[src/design/c8ic_pkg.sv]
// Shared types, constants and opcode codes for the CHIP-8 instruction core.
`timescale 1ns / 1ps
`default_nettype none

package c8ic_pkg;

    localparam int MEM_BYTES_DEF = 4096;
    localparam int SCREEN_W      = 64;
    localparam int SCREEN_H      = 32;
    localparam int ROW_AW        = 5;

    localparam logic [11:0] PC_RESET    = 12'h200;
    localparam logic [7:0]  SOUND_RESET = 8'd60;

    // Instruction classes, taken from the top nibble of the opcode.
    localparam logic [3:0] OP_SYS  = 4'h0;
    localparam logic [3:0] OP_JP   = 4'h1;
    localparam logic [3:0] OP_CALL = 4'h2;
    localparam logic [3:0] OP_SE   = 4'h3;
    localparam logic [3:0] OP_SNE  = 4'h4;
    localparam logic [3:0] OP_SEV  = 4'h5;
    localparam logic [3:0] OP_LD   = 4'h6;
    localparam logic [3:0] OP_ADD  = 4'h7;
    localparam logic [3:0] OP_ALU  = 4'h8;
    localparam logic [3:0] OP_SNEV = 4'h9;
    localparam logic [3:0] OP_LDI  = 4'hA;
    localparam logic [3:0] OP_JPV0 = 4'hB;
    localparam logic [3:0] OP_RND  = 4'hC;
    localparam logic [3:0] OP_DRW  = 4'hD;
    localparam logic [3:0] OP_SKP  = 4'hE;
    localparam logic [3:0] OP_MISC = 4'hF;

    // Register-to-register operations selected by the low nibble of 8XYN.
    localparam logic [3:0] ALU_MOV  = 4'h0;
    localparam logic [3:0] ALU_OR   = 4'h1;
    localparam logic [3:0] ALU_AND  = 4'h2;
    localparam logic [3:0] ALU_XOR  = 4'h3;
    localparam logic [3:0] ALU_ADD  = 4'h4;
    localparam logic [3:0] ALU_SUB  = 4'h5;
    localparam logic [3:0] ALU_SHR  = 4'h6;
    localparam logic [3:0] ALU_SUBN = 4'h7;
    localparam logic [3:0] ALU_SHL  = 4'hE;

    localparam logic [7:0] NN_SKP_KEY = 8'h9E;
    localparam logic [7:0] NN_BCD     = 8'h33;
    localparam logic [3:0] FLAG_REG   = 4'hF;

    typedef enum logic [1:0] {
        CMD_WRITE = 2'd0,
        CMD_STEP  = 2'd1,
        CMD_READ  = 2'd2,
        CMD_ROW   = 2'd3
    } cmd_t;

    typedef enum logic [4:0] {
        S_CLEAR,
        S_IDLE,
        S_MWR,
        S_MRD,
        S_DRD,
        S_FHI,
        S_FLO,
        S_DEC,
        S_EXEC,
        S_FLAG,
        S_DMEM,
        S_DROWA,
        S_DWRA,
        S_DWRB,
        S_BCD0,
        S_BCD1,
        S_BCD2,
        S_DONE
    } state_t;

    typedef struct packed {
        cmd_t        command;
        logic [11:0] address;
        logic [7:0]  write_byte;
        logic [15:0] key_mask;
        logic [7:0]  random_byte;
    } in_item_t;

    typedef struct packed {
        logic [63:0] read_data;
        logic [11:0] program_counter;
        logic [15:0] executed_opcode;
        logic        drew;
        logic        collided;
        logic        beep;
        logic        unknown_opcode;
    } out_item_t;

    typedef struct packed {
        logic       we;
        logic [3:0] waddr;
        logic [7:0] wdata;
        logic [3:0] raddr_a;
        logic [3:0] raddr_b;
    } rf_req_t;

    typedef struct packed {
        logic              we;
        logic [ROW_AW-1:0] waddr;
        logic [63:0]       wdata;
        logic [ROW_AW-1:0] raddr;
    } disp_req_t;

endpackage

`default_nettype wire

[src/design/c8ic_display.sv]
// Display memory of 32 rows of 64 pixels with a registered read port.
`timescale 1ns / 1ps
`default_nettype none

module c8ic_display (
    input  wire logic                clk,
    input  wire logic                rst_n,
    input  wire c8ic_pkg::disp_req_t req,
    output logic [63:0]              rdata
);

    logic [63:0]                   row_mem [c8ic_pkg::SCREEN_H];
    logic [c8ic_pkg::SCREEN_H-1:0] valid_reg;
    logic                          v_reg;
    logic [63:0]                   d_reg;

    // A row never written since reset reads as blank.
    always_ff @(posedge clk or negedge rst_n)
    begin
        if (!rst_n)
        begin
            valid_reg <= '0;
            v_reg     <= 1'b0;
        end
        else
        begin
            if (req.we)
            begin
                valid_reg[req.waddr] <= 1'b1;
            end
            v_reg <= valid_reg[req.raddr];
        end
    end

    always_ff @(posedge clk)
    begin
        if (req.we)
        begin
            row_mem[req.waddr] <= req.wdata;
        end
        d_reg <= row_mem[req.raddr];
    end

    assign rdata = v_reg ? d_reg : 64'h0;

endmodule

`default_nettype wire

[config.mk]
export PLATFORM = sky130hd
export DESIGN_NAME = c8ic_display
export DESIGN_NICKNAME = d
export VERILOG_FILES = /design/src/design/c8ic_pkg.sv /design/src/design/c8ic_display.sv
export SDC_FILE = /design/constraint.sdc
export NUM_CORES = 2
export LEC_CHECK = 0
export ABC_CLOCK_PERIOD_IN_PS = 2300
export BUFFER_PORTS_ARGS = -buffer_cell sky130_fd_sc_hd__clkbuf_2
export CAP_MARGIN = 20
export CORE_UTILIZATION = 62
export DETAILED_ROUTE_END_ITERATION = 8
export PLACE_DENSITY_LB_ADDON = 0.12
export SLEW_MARGIN = 20
export SYNTH_ARGS = -nofsm -noshare
export SYNTH_HDL_FRONTEND = slang
export SYNTH_SLANG_ARGS = --single-unit
[constraint.sdc]
create_clock -name clk -period 2.3 [get_ports clk]
set_input_delay 0.23 -clock clk [delete_from_list [all_inputs] [get_ports clk]]
set_output_delay 0.23 -clock clk [all_outputs]
set_load 0.005 [all_outputs]
# Word level (Yosys, flattened, before mapping)
# Memories as Yosys holds them, arrays and structs flattened. A register that Yosys moved wholly into a read port is not among the register bits.
# Cells that the tools add are included.
dict set report totals {
  regBits 33
  ramBits 2048
  word_cells 15
  memories 1
}
dict set report classes {
  order_cmp 3
  mux 7
  bitwise_logic 1
  reduce_logical 1
}
# memory depth width read_ports rd_clocked_by_memory_dff write_ports line_no
set memory_table {}
lappend memory_table {row_mem 32 64 1 1 1 c8ic_display.sv:12} ;# logic [63:0] row_mem [c8ic_pkg::SCREEN_H];
# op n
set ops {}
lappend ops {{$mux 64} 1}
lappend ops {{$or 32x32->32} 1}
lappend ops {{$lt 5x6->1 const B} 2}
lappend ops {{$bmux 1 s5} 1}
lappend ops {{$demux 1 s5} 1}
lappend ops {{$ge 5x1->1 const B} 1}
lappend ops {{$mux 1} 4}
lappend ops {{$logic_and 1x1->1} 1}

# Logic depth before layout (Yosys ltp)
dict set report logic_depth {
  ltp_word 5
  mapped_depth 9
}

# Worst setup path before layout
# Ideal clock, no wire load.
dict set report synth_timing {
  kind {input port to flip-flop}
  startpoint {in req[69] (netlist bit)}
  endpoint {mem row_mem[12][0], enable pin}
  arrival_time_ps 3584
  t_required_ps 1813
  path_slack_ps -1771
  path_stages 3
  n_path_buf 1
  path_cell_list {or3b_2 clkbuf_1 nor2_1}
}
# element line_no
set synth_lines {}
lappend synth_lines {{start, declared} c8ic_display.sv:8} ;# input wire c8ic_pkg::disp_req_t req,
lappend synth_lines {{end, declared} c8ic_display.sv:12}
# Straight into the memory's write port.

# Worst setup path after layout
dict set report layout_timing {
  startpoint {reg v_reg}
  endpoint {out rdata[3]}
}
dict set report layout_via {
  elab_chain_cells 1
}
# element line_no
set layout_lines {}
lappend layout_lines {{start, declared} c8ic_display.sv:14} ;# logic v_reg;
lappend layout_lines {{start signal, assigned} c8ic_display.sv:31} ;# v_reg <= valid_reg[req.raddr];
lappend layout_lines {{$mux 64} c8ic_display.sv:44} ;# assign rdata = v_reg ? d_reg : 64'h0;
lappend layout_lines {{end, declared} c8ic_display.sv:9} ;# output logic [63:0] rdata
# No other way between the ends.

==> metrics.txt <==
first-pass GRT wire length=275000 µm; Max Clock Skew=0.0185 ns; FF+latch count, synth=2145; HPWL Detailed=108000 µm; IO Pins=141; drt initial violations=4846; worst skew pair latency=0.81 ns; CP startpoint kind=register; Yosys warnings=0; CTS sink count=2145; status=finished, final reports clean; Least-Margin Pin Slew=0.855 ns; worst hold slack=0.0523 ns; Critical Path Sink Type=primary output; drt drc=0; Synth Net Count=3340; GP Congestion=0.789; core footprint=0.128 mm²; final-report max-slew violation count=0; total CTS buffers=204; FP Rows=131; Avg Cell Area, Syn=24.7 µm²; CP Data Required Time=2.07 ns; met3 wire len=17100 µm; Metal-1 WL=74100 µm; First-pass DRT Iterations=5; pin count of the biggest net entering global routing=72; DIE AREA=0.131 mm²; Post-Place Cells=5236; Final Instance Count excl. Fillers=5682; Die Y=363 µm; Worst slew margin=43.0%; worst hold path class=primary input to register; RSZ-0062 raised after global routing=false; Crit path arrival time=2.02 ns; GRT overflow=0; Final period util=97.6%; clk buf depth=3; GRT Util Overall=30.2%; Seq/Total Area, Yosys=78.9%; Clock Tree Root=clkbuf_16; Design Power=80.6 mW; vias in the first global route=38700; Top Layer Used=met5; share of layout cells above drive strength 1=37.0%; drt wl/cell=34.2 µm; total routed wirelength=194000 µm; nets=3846; Synth Cell Area=0.0806 mm²; CTS tree=built; ANT nets after route=0; Chip Width=363 µm; Initial Utilization=62.8%; endpoints failing hold=0; Max Cap Violations=0; Sum Neg Setup Slack=0 ns; routed vias=38000; vias per cell=6.68; Port Buffer Count=140; minimum clock period=2.25 ns; Unique masters post-synth=32; P per Cell Area=858 mW/mm²; Clk pin slew, worst setup/hold paths=0.06 ns; static leakage=30.1 nW; final setup violation count=0; Peak VDD IR=0.912 mV; CP startpoint=v_reg; hold path start=req[45]; crit-path max FO=10; initial antenna violation count=11; Synth-to-Final Area Change=16.5%; Crit Path Category=register to primary output; CTS H-Tree Depth=4; Largest register FFs=2048; FF-to-FF Start=row_mem[13][26]; fmax=445 MHz; DR WL met2=97200 µm; Mapped Cells=3263
==> metal layers <==
layer	global-route usage [%]	vias to the layer above
met4	9.65	10
met5	0	-
met1	42.8	20400
met3	5.42	352
li1	-	15100
met2	48.8	2100
==> cell type report <==
class | count | area (µm²)
sequential | 2145 | 63600
fill | 6989 | 34400
multi-input combinational | 948 | 16500
clock buffer | 292 | 5660
timing repair buffer | 468 | 5190
tap | 1729 | 2160
clock inverter | 95 | 790
inverter | 2 | 17.5
antenna | 3 | 7.51
==> power by group <==
part / internal [mW] / switching [mW]
clock: 18.1 / 14.1
combinational: 2.28 / 2.42
sequential: 43.5 / 0.288
==> cell families (layout without fill, tap and decap cells) <==
| family | count (synthesis) | in the layout | synth area share (%) |
|---|---|---|---|
| muxes | 710 | 710 | 18.4 |
| other | 0 | 3 | 0 |
| buffers and inverters | 170 | 857 | 0.979 |
| and+or+nand+nor | 176 | 176 | 1.19 |
| DFF | 2145 | 2145 | 78.9 |
| AOI/OAI and AO/OA | 62 | 62 | 0.562 |
==> synthesized netlist by cell type (all sizes together) <==
| master | number | area [µm²] |
|---|---|---|
| dfrtp | 33 | 826 |
| o221ai | 2 | 17.5 |
| nor2b | 3 | 18.8 |
| o2111ai | 1 | 8.76 |
| or3 | 1 | 6.26 |
| edfxtp | 2048 | 61500 |
| a22oi | 7 | 52.6 |
| nand3b | 5 | 37.5 |
| nand2 | 23 | 86.3 |
| and2 | 65 | 407 |
| a2bb2oi | 5 | 43.8 |
| nand2b | 2 | 12.5 |
| a221oi | 16 | 140 |
| mux4 | 609 | 13700 |
| dfxtp | 64 | 1280 |
| or3b | 3 | 26.3 |
| nand3 | 4 | 20.0 |
| or2 | 33 | 206 |
| mux2 | 73 | 822 |
| nor2 | 37 | 139 |
| o21ai | 7 | 35.0 |
| a21boi | 2 | 15.0 |
| clkbuf | 69 | 259 |
| buf | 99 | 523 |
| inv | 2 | 7.50 |
| mux2i | 28 | 280 |
| o22ai | 21 | 131 |
| o31a | 1 | 8.76 |
==> through the flow <==
| step | worst slack (ns) | cell area [µm²] | util [%] |
|---|---|---|---|
| after floorplan | -0.600 | 80800 | - |
| after global placement | 0.00803 | 86900 | 67.7 |
| after detailed placement | -0.0288 | 86900 | 67.7 |
| after CTS | 0.0121 | 93900 | 73.2 |
| after global routing | 0.0130 | 93900 | 73.2 |
| final | 0.0544 | 93900 | 73.2 |
==> placed cells by master (no fill, tap or decap), types with 64 or more instances in the layout <==
cell and count:
dfxtp_1 64, mux4_2 609, buf_12 149, mux2_2 73
edfxtp_1 2048, buf_4 126, and2_1 64, clkbuf_2 136
clkbuf_16 205, clkbuf_1 67
==> path summary, 6_finish.rpt <==
path | slack, ns | depth (start not counted) | end
min reg2reg | 0.47 | 1 | valid_reg[14]
max | 0.05 | 4 | rdata[3]
min | 0.05 | 1 | row_mem[10][40]
max in group asynchronous | 1.54 | 2 | v_reg
min in group asynchronous | 0.13 | 2 | valid_reg[5]
max reg2reg | 0.47 | 3 | d_reg[26]
==> worst max-delay path, stage by stage, from the launching register on <==
cell	delay (ns)
dfrtp_4	0.55
buf_12	0.17
buf_4	0.18
and2_1	0.18
clkbuf_2	0.12
==> timing repair <==
action                                  CTS  global route
setup endpoints to repair                50             1
setup buffers                             3             0
hold buffers                             53             0
gates resized for setup                   0             1
endpoints found under the hold margin  1414             0
Note: power is estimated with default switching activity, not from simulation.
