$ cat src/design/c8ic_pkg.sv
// Shared types, constants and opcode codes for the CHIP-8 instruction core.
`timescale 1ns / 1ps
`default_nettype none

package c8ic_pkg;

    localparam int MEM_BYTES_DEF = 4096;
    localparam int SCREEN_W      = 64;
    localparam int SCREEN_H      = 32;
    localparam int ROW_AW        = 5;

    localparam logic [11:0] PC_RESET    = 12'h200;
    localparam logic [7:0]  SOUND_RESET = 8'd60;

    // Instruction classes, taken from the top nibble of the opcode.
    localparam logic [3:0] OP_SYS  = 4'h0;
    localparam logic [3:0] OP_JP   = 4'h1;
    localparam logic [3:0] OP_CALL = 4'h2;
    localparam logic [3:0] OP_SE   = 4'h3;
    localparam logic [3:0] OP_SNE  = 4'h4;
    localparam logic [3:0] OP_SEV  = 4'h5;
    localparam logic [3:0] OP_LD   = 4'h6;
    localparam logic [3:0] OP_ADD  = 4'h7;
    localparam logic [3:0] OP_ALU  = 4'h8;
    localparam logic [3:0] OP_SNEV = 4'h9;
    localparam logic [3:0] OP_LDI  = 4'hA;
    localparam logic [3:0] OP_JPV0 = 4'hB;
    localparam logic [3:0] OP_RND  = 4'hC;
    localparam logic [3:0] OP_DRW  = 4'hD;
    localparam logic [3:0] OP_SKP  = 4'hE;
    localparam logic [3:0] OP_MISC = 4'hF;

    // Register-to-register operations selected by the low nibble of 8XYN.
    localparam logic [3:0] ALU_MOV  = 4'h0;
    localparam logic [3:0] ALU_OR   = 4'h1;
    localparam logic [3:0] ALU_AND  = 4'h2;
    localparam logic [3:0] ALU_XOR  = 4'h3;
    localparam logic [3:0] ALU_ADD  = 4'h4;
    localparam logic [3:0] ALU_SUB  = 4'h5;
    localparam logic [3:0] ALU_SHR  = 4'h6;
    localparam logic [3:0] ALU_SUBN = 4'h7;
    localparam logic [3:0] ALU_SHL  = 4'hE;

    localparam logic [7:0] NN_SKP_KEY = 8'h9E;
    localparam logic [7:0] NN_BCD     = 8'h33;
    localparam logic [3:0] FLAG_REG   = 4'hF;

    typedef enum logic [1:0] {
        CMD_WRITE = 2'd0,
        CMD_STEP  = 2'd1,
        CMD_READ  = 2'd2,
        CMD_ROW   = 2'd3
    } cmd_t;

    typedef enum logic [4:0] {
        S_CLEAR,
        S_IDLE,
        S_MWR,
        S_MRD,
        S_DRD,
        S_FHI,
        S_FLO,
        S_DEC,
        S_EXEC,
        S_FLAG,
        S_DMEM,
        S_DROWA,
        S_DWRA,
        S_DWRB,
        S_BCD0,
        S_BCD1,
        S_BCD2,
        S_DONE
    } state_t;

    typedef struct packed {
        cmd_t        command;
        logic [11:0] address;
        logic [7:0]  write_byte;
        logic [15:0] key_mask;
        logic [7:0]  random_byte;
    } in_item_t;

    typedef struct packed {
        logic [63:0] read_data;
        logic [11:0] program_counter;
        logic [15:0] executed_opcode;
        logic        drew;
        logic        collided;
        logic        beep;
        logic        unknown_opcode;
    } out_item_t;

    typedef struct packed {
        logic       we;
        logic [3:0] waddr;
        logic [7:0] wdata;
        logic [3:0] raddr_a;
        logic [3:0] raddr_b;
    } rf_req_t;

    typedef struct packed {
        logic              we;
        logic [ROW_AW-1:0] waddr;
        logic [63:0]       wdata;
        logic [ROW_AW-1:0] raddr;
    } disp_req_t;

endpackage

`default_nettype wire

$ cat src/design/c8ic_regfile.sv
// Sixteen data registers V0..VF as a memory with two registered read ports.
`timescale 1ns / 1ps
`default_nettype none

module c8ic_regfile (
    input  wire logic              clk,
    input  wire logic              rst_n,
    input  wire c8ic_pkg::rf_req_t req,
    output logic [7:0]             rdata_a,
    output logic [7:0]             rdata_b
);

    logic [7:0]  rf_mem [16];
    logic [15:0] valid_reg;
    logic        va_reg;
    logic        vb_reg;
    logic [7:0]  da_reg;
    logic [7:0]  db_reg;

    // An entry never written since reset reads as zero.
    always_ff @(posedge clk or negedge rst_n)
    begin
        if (!rst_n)
        begin
            valid_reg <= '0;
            va_reg    <= 1'b0;
            vb_reg    <= 1'b0;
        end
        else
        begin
            if (req.we)
            begin
                valid_reg[req.waddr] <= 1'b1;
            end
            va_reg <= valid_reg[req.raddr_a];
            vb_reg <= valid_reg[req.raddr_b];
        end
    end

    always_ff @(posedge clk)
    begin
        if (req.we)
        begin
            rf_mem[req.waddr] <= req.wdata;
        end
        da_reg <= rf_mem[req.raddr_a];
        db_reg <= rf_mem[req.raddr_b];
    end

    assign rdata_a = va_reg ? da_reg : 8'h00;
    assign rdata_b = vb_reg ? db_reg : 8'h00;

endmodule

`default_nettype wire

$ cat config.mk
export PLATFORM = sky130hd
export DESIGN_NAME = c8ic_regfile
export DESIGN_NICKNAME = d
export VERILOG_FILES = /design/src/design/c8ic_pkg.sv /design/src/design/c8ic_regfile.sv
export SDC_FILE = /design/constraint.sdc
export NUM_CORES = 1
export LEC_CHECK = 0
export ABC_AREA = 1
export BUFFER_PORTS_ARGS = -buffer_cell sky130_fd_sc_hd__clkbuf_2
export CAP_MARGIN = 15
export CELL_PAD_IN_SITES_DETAIL_PLACEMENT = 2
export CELL_PAD_IN_SITES_GLOBAL_PLACEMENT = 2
export CORE_ASPECT_RATIO = 0.5
export CORE_MARGIN = 3
export CORE_UTILIZATION = 31
export CTS_CLUSTER_DIAMETER = 40
export DETAILED_ROUTE_END_ITERATION = 8
export GPL_TIMING_DRIVEN = 0
export HOLD_SLACK_MARGIN = 0.15
export PLACE_DENSITY_LB_ADDON = 0.25
export SYNTH_ARGS = -nofsm -noshare
export SYNTH_HDL_FRONTEND = slang
export SYNTH_SLANG_ARGS = --single-unit
$ cat constraint.sdc
create_clock -name clk -period 0.8 [get_ports clk]
set_input_delay 0.2 -clock clk [delete_from_list [all_inputs] [get_ports clk]]
set_output_delay 0.2 -clock clk [all_outputs]
set_load 0.05 [all_outputs]
==> Word level (Yosys, flattened, before mapping) <==
Memories as Yosys holds them, arrays and structs flattened. A register that Yosys moved wholly into a read port is not among the register bits.
Index checks and enable logic that the tools add are counted.
{ "totals": {"reg_bits": 18, "ramBits": 128, "inputBits": 23, "output_inout_bits": 16, "wordCells": 20, "n_memories": 1} }
{ "mem_list": {"columns": ["memory", "depth", "word_bits", "read_ports", "rd_clocked_by_memory_dff", "write_ports", "line", "text"], "rows": [
  ["rf_mem", 16, 8, 2, 2, 1, "c8ic_regfile.sv:13", "logic [7:0] rf_mem [16];"]
]} }
{ "classes": {"magnitude_cmp": 4, "mux": 10, "bitwise_logic": 1, "reduce_logical": 1} }
{ "op_table": {"columns": ["cell", "count"], "rows": [
  ["$mux W8", 2],
  ["$or A16 B16 Y16", 1],
  ["$lt A4 B5 Y1 const B", 3],
  ["$bmux W1 S4", 2],
  ["$mux W1", 5],
  ["$demux W1 S4", 1],
  ["$ge A4 B1 Y1 const B", 1],
  ["$logic_and A1 B1 Y1", 1]
]} }

==> Longest topological paths before layout <==
Gate-level depths: netlist of run 1.
{ "depth": {"word_depth": 5, "ltp_mapped": 8, "mapped_depth_nobuf": 6} }

==> Least setup slack after synthesis of run 1 <==
OpenSTA, ideal clock, no wires.
{ "synth_path": {"path_kind": "input port to flip-flop", "start": "in req[18] (netlist bit)", "end": "mem rf_mem[5][0], enable pin", "setup_time_ps": 370, "t_arrival_ps": 818, "t_required_ps": 430, "setup_slack_ps": -388, "cell_stages": 4, "n_path_buf": 0, "cell_sequence": "inv_1 -> nor2_1 -> nand2_1 -> nor2_1"} }
{ "synth_lines": {"columns": ["item", "line", "text"], "rows": [
  ["start: declaration", "c8ic_regfile.sv:8", "input wire c8ic_pkg::rf_req_t req,"],
  ["end: declaration", "c8ic_regfile.sv:13", null]
]} }
Straight into the memory's write port.

==> Final worst setup path of run 1 <==
{ "layout_path": {"start": "reg vb_reg", "end": "out rdata_b[3]"} }
{ "layout_via": {"elab_chain_len": 1} }
{ "layout_rtl": {"columns": ["item", "line", "text"], "rows": [
  ["start: declaration", "c8ic_regfile.sv:16", "logic vb_reg;"],
  ["start signal: assignment", "c8ic_regfile.sv:36", "vb_reg <= valid_reg[req.raddr_b];"],
  ["$mux W8", "c8ic_regfile.sv:51", "assign rdata_b = vb_reg ? db_reg : 8'h00;"],
  ["end: declaration", "c8ic_regfile.sv:10", "output logic [7:0] rdata_b"]
]} }
No other way between the ends.

==> results.tsv, run 1 <==
stage	metric	value	unit
min_path	Hold Crit Class	input pin to flop	
sta	slew of the pin with the lowest slew margin	608.3	ps
worst_setup_path	FF-to-FF path depth	6	
die	Core Area	25800	µm²
layout	Util after Layout	0.4526	
synthesis	cell count after synthesis	1003	
min_path	worst hold endpoint	vb_reg$_DFF_PN0_	
placed_design	Port Buffers	30	
layout	share of layout cells above drive strength 1	0.4318	
sta	max-slew violation count	0	
route	final WL	42600	µm
sta	crit path time final	1609	ps
layout	# fillers	2693	
synthesis	number of flops mapped to enable cells by yosys	128	
route	routed len/inst	29.64	µm
sta	RSZ-0062 raised after global routing	yes	
cts	clk slew on worst S/H paths	70	ps
die	Die Span Y	121.9	µm
placed_design	hpwl dp	26750	µm
placed_design	Routability Congestion	0.9062	
sta	Hold Slack	164.1	ps
cts	CTS tree	done	
die	chip width	237.9	µm
sta	f_max	621.7	MHz
worst_setup_path	worst reg2reg setup slack	-340	ps
global_route	initial antenna violation count	1	
die	area of the die	29010	µm²
cts	CTS root buf	clkbuf_16	
synthesis	syn avg cell area	8.309	µm²
pwr	Pwr Density	1956	nW/µm²
sta	final setup margin	-808.6	ps
cts	H-tree levels	4	
die	Rows	41	
pwr	Worst IR Drop VDD	0.001146	V
sta	Max transition margin	0.5945	
layout	max reg flops	128	
sta	final setup fails	35	
sta	final hold violation count	0	
global_route	largest net degree at the start of global routing	19	
synthesis	Synthesis Warnings	0	
route	vias per inst	5.557	
pwr	leakage	0.004921	µW
sta	setup TNS	-17490	ps
synthesis	Mapped Nets	1026	
layout	diode count	0	
global_route	Tot GR Track Use	0.2959	
synthesis	Post-Syn Area	8334	µm²
route	initial DRC count	764	
worst_setup_path	required time worst endpoint	600	ps
synthesis	Seq/Total Area, Yosys	0.5537	
synthesis	cell taking the most area after synthesis	edfxtp_1	
synthesis	Async S/R FF share, synth	0.1111	
global_route	first-pass GRT wire length	60010	µm
min_path	hold_sp	req[3]	
worst_setup_path	WS Path Type	flop to output pin	
global_route	total grt overflow	0	
cts	worst skew pair latency	470	ps
min_path	hold path cells	3	
layout	Area Overhead vs Synth	40.11	%
outcome	failing checks	negative setup slack	
pwr	Power Total	22840	µW
sta	clk_skew	12.98	ps
worst_setup_path	peak fanout along the critical path	8	
cts	CTS max path bufs	2	
worst_setup_path	Data arrival, critical path	1410	ps
synthesis	register bit total from synthesis	162	
worst_setup_path	crit end category	output pin	
synthesis	Synth top cells by count	nand2_1, nand3_1, inv_1	
run	max cap viols	0	
outcome	status	complete, but fails checks	
route	DR vias	7985	
die	I/O pin count	39	
route	DRC	0	
synthesis	ranking of synthesized cells by area	edfxtp_1, nand3_1, nand2_1	
route	Final ANT Viol Nets	0	
global_route	number of global-route vias before repair	8818	
synthesis	Main synth FF type	edfxtp_1	
die	initial core utilization	0.3230	
cts	CTS Buf Count	17	
route	drt pass-1 iters	5	
worst_setup_path	r2r endpoint	db_reg[3]$_DFF_P_	
cts	Clock Sink Count	162	
worst_setup_path	crit path from	vb_reg$_DFF_PN0_	
synthesis	Synth top area share	0.4612	
worst_setup_path	RR Startpoint	rf_mem[7][3]$_DFFE_PP_	
synthesis	count of cell types in the netlist	16	
synthesis	most frequent cell after synthesis	nand2_1	
layout	nets	1103	
sta	Tcrit/Tclk final	2.011	
worst_setup_path	startpoint types	flop	
==> stage by stage <==
stage	area (µm²)	cells	setup slack [ps]
2_1_floorplan	8741	1003	-213.3
3_3_place_gp	9321	1377	-850.8
3_5_place_dp	9321	1377	-827.7
4_1_cts	11240	1433	-823.0
5_1_grt	11680	1437	-841.7
6_report	11680	1437	-808.6
==> cell families after synthesis <==
kind of cell	share of synthesized area
AOI/OAI and AO/OA	0.009609
buffers and inverters	0.1284
and+or+nand+nor	0.3084
DFF	0.5537
==> final cells by class <==
class                   instances  area (µm²)  share of cell area
plain buffers                  54       495.5             0.04243
clock buffers                  23       575.6             0.04929
clock inverters                 9       81.33            0.006965
inverters                     171       752.0             0.06440
multi-input cells             616        3965              0.3395
flip-flops and latches        162        4614              0.3952
well taps                     344       430.4             0.03686
repair buffers                 58       763.2             0.06536
==> routing by layer <==
layer  wire (µm)  share of wire  GRT usage
met3        3737          0.088    0.07510
met1       17480           0.41     0.3772
met5           0              0          0
met4        1449          0.034     0.1123
met2       19930           0.47     0.4889
==> report_power, final <==
part | internal (µW) | switching [µW] | leakage (µW)
Combinational | 1280 | 2850 | 0.00314
Clock | 5400 | 3870 | 0.000326
Sequential | 9330 | 121 | 0.00145
Total | 16000 | 6840 | 0.00492
==> worst max-delay path by stage <==
stage | endpoint | slack (ps) | cells past startpoint
after global placement | da_reg[3]$_DFF_P_ | -850 | 6
after detailed placement | da_reg[3]$_DFF_P_ | -830 | 6
final | rdata_b[3] | -810 | 4
after floorplan | rdata_a[1] | -210 | 3
after CTS | rdata_a[3] | -820 | 4
after global routing | rdata_b[3] | -840 | 4
==> layout by cell type (no fill, tap or decap), types with 13 or more instances in the layout <==
cell,netlist,routed
nand2_1,328,252
edfxtp_1,128,128
nand3_2,0,117
nand3_1,254,115
inv_1,163,76
inv_2,3,69
nand2_2,0,58
buf_4,9,27
clkbuf_16,0,26
buf_6,20,24
nand3_4,0,22
buf_12,0,18
clkinvlp_4,0,18
nor2_4,0,18
dfrtp_1,18,18
dfxtp_1,16,16
nand2_4,0,14
o21ai_0,16,14
buf_2,23,13
==> critical path, stage by stage (launching register included) <==
cell	delay, ps
dfrtp_1	420
buf_8	180
nand2_2	90
clkinvlp_4	90
buf_8	150
==> what timing repair did <==
item                       in CTS  in global routing
setup endpoints to repair     162                146
setup buffers                  23                  4
pin swaps                      86                 60
hold buffers                    1                  0
hold endpoints to repair       20                  0
gates resized for setup       237                129
(Power assumes the default switching activity.)
==> inputs of run 2 (changes only) <==
==> constraint.sdc (replaced) <==
create_clock -name clk -period 2 [get_ports clk]
set_input_delay 0.5 -clock clk [delete_from_list [all_inputs] [get_ports clk]]
set_output_delay 0.5 -clock clk [all_outputs]
set_load 0.01 [all_outputs]
==> run 2 against run 1 <==
Against the previous run: global-route usage down 2.4 points; cell area fell by 19%; largest cell class unchanged; highest routed layer unchanged; the run now ends clean; via count decreased by 3.6%; register-to-register slack improved by 1200 ps; critical path depth fell by 1; clock-buffer cell count grew 1; critical path type unchanged; power decreased by 65%; utilization down 8.5 points; clock skew fell by 1.7 ps; wire length is 9.6% lower; first-iteration DRC count rose by 28%.
==> results.tsv, run 2 (synthesis results as in run 1) <==
stage	metric	value	unit	change
outcome	status	finished clean		
layout	nets	1075		-2.5%
min_path	hold path cells	3		unchanged
route	routed len/inst	27.34	µm	-7.8%
sta	crit path time final	1895	ps	
layout	leading cell type in the layout, fill and taps excluded	nand2_1		
global_route	total grt overflow	0		unchanged
cts	CTS Buf Count	17		unchanged
layout	Area Overhead vs Synth	13.72	%	
sta	final setup fails	0		-100%
sta	f_max	527.6	MHz	
cts	postcts setup bufs	0		-100%
die	Die Span Y	121.9	µm	unchanged
layout	max reg flops	128		unchanged
sta	Max transition margin	0.1790		-0.4154
min_path	worst hold endpoint	da_reg[0]$_DFF_P_		
global_route	Tot GR Track Use	0.2719		-0.02399
placed_design	Placed Area	8915	µm²	-4.4%
worst_setup_path	crit end category	output pin		
sta	clk_skew	11.24	ps	-1.738 ps
layout	# fillers	2897		+7.6%
route	DRC	0		unchanged
worst_setup_path	FF-to-FF path depth	6		unchanged
layout	Finished Layout Cells	1409		-1.9%
global_route	initial antenna violation count	0		-1
cts	clk slew on worst S/H paths	70	ps	about the same
worst_setup_path	Data arrival, critical path	1400	ps	about the same
min_path	hold_sp	req[7]		
placed_design	Port Buffers	30		unchanged
cts	Clock Sink Count	162		unchanged
sta	final hold violation count	0		unchanged
route	DR vias	7694		-3.6%
min_path	Hold Crit Class	input pin to flop		
run	max cap viols	0		unchanged
cts	CTS tree	done		
worst_setup_path	startpoint types	flop		
cts	CTS root buf	clkbuf_16		
pwr	leakage	0.004370	µW	-11%
layout	fin area	9478	µm²	-19%
layout	diode count	0		unchanged
worst_setup_path	r2r endpoint	da_reg[1]$_DFF_P_		
die	Rows	41		unchanged
global_route	largest net degree at the start of global routing	19		unchanged
global_route	first-pass GRT wire length	55260	µm	-7.9%
layout	most frequent cells in the layout	nand2_1, nand3_1, inv_1, edfxtp_1, clkbuf_2		
worst_setup_path	WS Path Type	flop to output pin		
die	chip width	237.9	µm	unchanged
route	final WL	38520	µm	-9.6%
placed_design	Placed Instances	1377		unchanged
die	area of the die	29010	µm²	unchanged
worst_setup_path	RR Startpoint	rf_mem[0][1]$_DFFE_PP_		
route	Final ANT Viol Nets	0		unchanged
placed_design	Routability Congestion	0.8765		-3.3%
layout	share of layout cells above drive strength 1	0.1108		-0.3210
worst_setup_path	required time worst endpoint	1500	ps	+900 ps
pwr	Pwr Density	844.2	nW/µm²	-57%
sta	RSZ-0062 raised after global routing	no		
die	I/O pin count	39		unchanged
die	initial core utilization	0.3230		unchanged
route	initial DRC count	976		+28%
cts	CTS max path bufs	2		unchanged
route	vias per inst	5.461		-1.7%
cts	H-tree levels	4		unchanged
sta	Tcrit/Tclk final	0.9477		
route	drt pass-1 iters	5		unchanged
worst_setup_path	peak fanout along the critical path	8		unchanged
die	Core Area	25800	µm²	unchanged
sta	slew of the pin with the lowest slew margin	1227	ps	+618.6 ps
global_route	number of global-route vias before repair	8161		-7.5%
placed_design	hpwl dp	26550	µm	-0.74%
sta	max-slew violation count	0		unchanged
pwr	Worst IR Drop VDD	0.0006748	V	-41%
worst_setup_path	worst reg2reg setup slack	830	ps	+1170 ps
cts	worst skew pair latency	470	ps	about the same
sta	Hold Slack	463.6	ps	+299.4 ps
run 2: cell types whose count changed in the layout (fill, tap and decap cells not counted), sizes merged:
cell      previous run  this run
buf                 94        53
bufinv               1         0
clkbuf              40        54
clkinv               9         5
clkinvlp            18         4
inv                152       170
run 2: what timing repair did:
item,4_1_cts,5_1_grt
hold buffers,1,0
endpoints found under the hold margin,18,0
gates resized for setup,2,0
endpoints found under the setup margin,16,0
run 2: worst max path at each step:
stage / start / endpoint / slack [ps] / cells past startpoint
floorplan: req[18] / rf_mem[5][0]$_DFFE_PP_ / 510 / 4
global placement: req[17] / rf_mem[8][0]$_DFFE_PP_ / -340 / 4
detailed placement: req[16] / rf_mem[10][3]$_DFFE_PP_ / -410 / 4
CTS: vb_reg$_DFF_PN0_ / rdata_b[7] / 70 / 3
global route: vb_reg$_DFF_PN0_ / rdata_b[7] / 30 / 3
finish: vb_reg$_DFF_PN0_ / rdata_b[7] / 100 / 3
run 2: metal layers:
metal  global-route usage  share of wire  up-vias  wire, µm
met5                    0              0        -         0
met4              0.08042          0.024        0       932
met3              0.06379          0.085       73      3261
met2               0.4272           0.44      325     16930
met1               0.3761           0.45     3984     17390
li1                     -              -     3312         -
run 2: stage by stage:
step / utilization / total power [µW] / setup slack (ps) / TNS (ps)
floorplan: - / 4351 / 511.6 / 0
global placement: 0.3455 / 4795 / -339.2 / -24410
detailed placement: 0.3455 / 4833 / -409.9 / -31590
CTS: 0.3669 / 7982 / 73.93 / 0
global route: 0.3673 / 8206 / 34.98 / 0
finish: 0.3673 / 8001 / 104.5 / 0
run 2: final cells by class:
cell class	count	area, µm²	area share
Multi-Input combinational cell	616	2650	0.2796
Tap cell	344	430.4	0.04541
Clock buffer	24	491.7	0.05188
Sequential cell	162	4617	0.4871
Clock inverter	8	55.05	0.005809
Timing Repair Buffer	32	171.4	0.01809
Inverter	171	654.4	0.06904
Buffer	52	407.9	0.04304
run 2: power breakdown:
group          internal (µW)  switching, µW
logic                    266            752
registers               3730           46.6
clock network           1720           1490
total                   5710           2290
run 2: critical path, stage by stage, from the launching register on:
cell      delay [ps]
dfrtp_2          590
nand2_1          130
inv_1             90
clkbuf_2         130
==> inputs of run 3 (changes only) <==
==> constraint.sdc (replaced) <==
create_clock -name clk -period 2 [get_ports clk]
set_input_delay 0.1 -clock clk [delete_from_list [all_inputs] [get_ports clk]]
set_output_delay 0.1 -clock clk [all_outputs]
set_load 0.01 [all_outputs]
==> run 3 against run 2 <==
Against the previous run: clock skew up 3.5 ps; maximum frequency down 2.6%; power up 0.14%; sequential power about the same; cell area up 0.86%; worst hold slack worse by 310 ps; non-clock buffer count up 9; highest routed layer unchanged; via count up 0.43%; sequential cell count unchanged; critical path type unchanged; combinational power about the same; final cell count up 0.64%; global-route usage up 0.069 points.
==> results.tsv, run 3 (synthesis results as in run 1) <==
stage	metric	value	unit	change
pwr	register share of total power	0.470		-0.002
cts	H-tree levels	4		unchanged
cts	clk slew on worst S/H paths	80	ps	about the same
route	initial DRC count	1050		+7.6%
pwr	Psw	2289	µW	about the same
sta	Hold Slack	154.9	ps	-308.6 ps
die	I/O pin count	39		unchanged
pwr	Pwr Density	838.1	nW/µm²	-0.71%
die	initial core utilization	0.3230		unchanged
placed_design	Port Buffers	30		unchanged
worst_setup_path	crit path buf inv count	3		+1
sta	Max transition margin	0.1760		-0.003050
layout	Finished Layout Cells	1418		+0.64%
outcome	status	finished clean		
route	drt pass-1 iters	5		unchanged
pwr	Comb pwr share	0.130		+0.003
pwr	Switching Share	0.2857		about the same
sta	setup TNS	0	ps	unchanged
route	routed len/inst	27.13	µm	-0.76%
global_route	first-pass GRT wire length	55410	µm	+0.26%
global_route	initial antenna violation count	0		unchanged
pwr	Worst IR Drop VDD	0.0006857	V	+1.6%
min_path	Hold Crit Class	input pin to flop		
sta	RSZ-0062 raised after global routing	no		
cts	CTS tree	done		
die	chip width	237.9	µm	unchanged
worst_setup_path	crit-path cells	clkbuf_1, nand2_1, inv_1, clkbuf_2		
layout	nets	1084		+0.84%
worst_setup_path	peak fanout along the critical path	8		unchanged
pwr	Int Pwr	5723	µW	+0.16%
route	DRC	0		unchanged
route	final WL	38470	µm	-0.13%
die	Die Span Y	121.9	µm	unchanged
layout	leading cell type in the layout, fill and taps excluded	nand2_1		
route	DR vias	7727		+0.43%
sta	final setup fails	0		unchanged
global_route	Tot GR Track Use	0.2726		+0.0006944
cts	worst skew pair latency	480	ps	about the same
cts	postcts setup bufs	0		unchanged
layout	max reg flops	128		unchanged
worst_setup_path	delay of the slowest critical-path stage	610	ps	+20 ps
sta	crit path time final	1946	ps	+50.86 ps
layout	most frequent cells in the layout	nand2_1, nand3_1, inv_1, edfxtp_1, clkbuf_2		
layout	share of layout cells above drive strength 1	0.1080		-0.002791
layout	diode count	0		unchanged
die	Rows	41		unchanged
pwr	clock share of power	0.400		about the same
die	area of the die	29010	µm²	unchanged
sta	f_max	513.8	MHz	-2.6%
worst_setup_path	Data arrival, critical path	1850	ps	+450 ps
pwr	leakage	0.004406	µW	+0.83%
layout	Area Overhead vs Synth	14.70	%	
cts	CTS Buf Count	17		unchanged
sta	clk_skew	14.73	ps	+3.489 ps
cts	Clock Sink Count	162		unchanged
sta	final hold violation count	0		unchanged
layout	# fillers	2890		-0.24%
cts	CTS root buf	clkbuf_16		
sta	Tcrit/Tclk final	0.9732		+0.02543
placed_design	Placed Instances	1377		unchanged
cts	CTS max path bufs	2		unchanged
global_route	number of global-route vias before repair	8215		+0.66%
die	Core Area	25800	µm²	unchanged
global_route	largest net degree at the start of global routing	19		unchanged
worst_setup_path	required time worst endpoint	1900	ps	+400 ps
worst_setup_path	worst reg2reg setup slack	790	ps	-40 ps
route	vias per inst	5.449		-0.21%
placed_design	hpwl dp	26550	µm	unchanged
layout	Util after Layout	0.3705		+0.003152
sta	max-slew violation count	0		unchanged
worst_setup_path	startpoint types	flop		
run	max cap viols	0		unchanged
worst_setup_path	Slowest-stage cell, CP	clkbuf_1		
worst_setup_path	Top delay family on crit path	buffers and inverters		
route	Final ANT Viol Nets	0		unchanged
sta	slew of the pin with the lowest slew margin	1232	ps	+4.558 ps
worst_setup_path	crit end category	output pin		
placed_design	Routability Congestion	0.8765		unchanged
worst_setup_path	WS Path Type	flop to output pin		
global_route	total grt overflow	0		unchanged
[run 3: changes by cell type in the layout (fill, tap and decap cells not counted), sizes merged]
cell,change
dlygate4sd3,+8
clkbuf,+1
[run 3: power groups by stage]
| stage | sequential, µW | combinational [µW] | clock, µW |
|---|---|---|---|
| 5_1_grt | 3780 | 1100 | 3350 |
| 6_report | 3770 | 1040 | 3200 |
| 3_5_place_dp | 3830 | 1010 | 0 |
| 4_1_cts | 3760 | 1030 | 3210 |
| 3_3_place_gp | 3820 | 973 | 0 |
| 2_1_floorplan | 3820 | 532 | 0 |
[run 3: per-stage QoR]
step | cell area [µm²] | power, µW | setup slack [ps]
4_1_cts | 9552 | 7997 | 5.016
3_5_place_dp | 8915 | 4833 | -9.944
3_3_place_gp | 8915 | 4795 | 60.78
2_1_floorplan | 8334 | 4351 | 911.6
5_1_grt | 9559 | 8223 | 47.31
6_report | 9559 | 8012 | 53.66
[run 3: worst paths after layout]
kind                                           start  depth (start not counted)                   endpoint
min in group asynchronous                      rst_n                          3  valid_reg[12]$_DFFE_PN0P_
max                                 va_reg$_DFF_PN0_                          4                 rdata_a[0]
max reg2reg                   rf_mem[0][1]$_DFFE_PP_                          6          da_reg[1]$_DFF_P_
max in group asynchronous                      rst_n                          3  valid_reg[10]$_DFFE_PN0P_
min                                          req[11]                          1    rf_mem[12][3]$_DFFE_PP_
min reg2reg                valid_reg[10]$_DFFE_PN0P_                          2  valid_reg[10]$_DFFE_PN0P_
[run 3: routing by layer]
layer,part of all wire,GRT usage
met5,0,0
met3,0.080,0.06379
met1,0.46,0.3781
met4,0.022,0.08042
met2,0.44,0.4272
[run 3: final cells by class]
cell class / instances / area (µm²) / share of cell area
buffer: 53 / 411.6 / 0.04306
clock buffer: 24 / 491.7 / 0.05144
clock inverter: 8 / 55.05 / 0.005759
inverter: 171 / 654.4 / 0.06846
multi-input combinational: 616 / 2650 / 0.2772
sequential: 162 / 4614 / 0.4827
tap: 344 / 430.4 / 0.04503
timing repair buffer: 40 / 251.5 / 0.02631
[run 3: what timing repair did]
item,CTS,global route
hold buffers,9,0
endpoints found under the hold margin,67,0
gates resized for setup,0,0
endpoints found under the setup margin,0,5
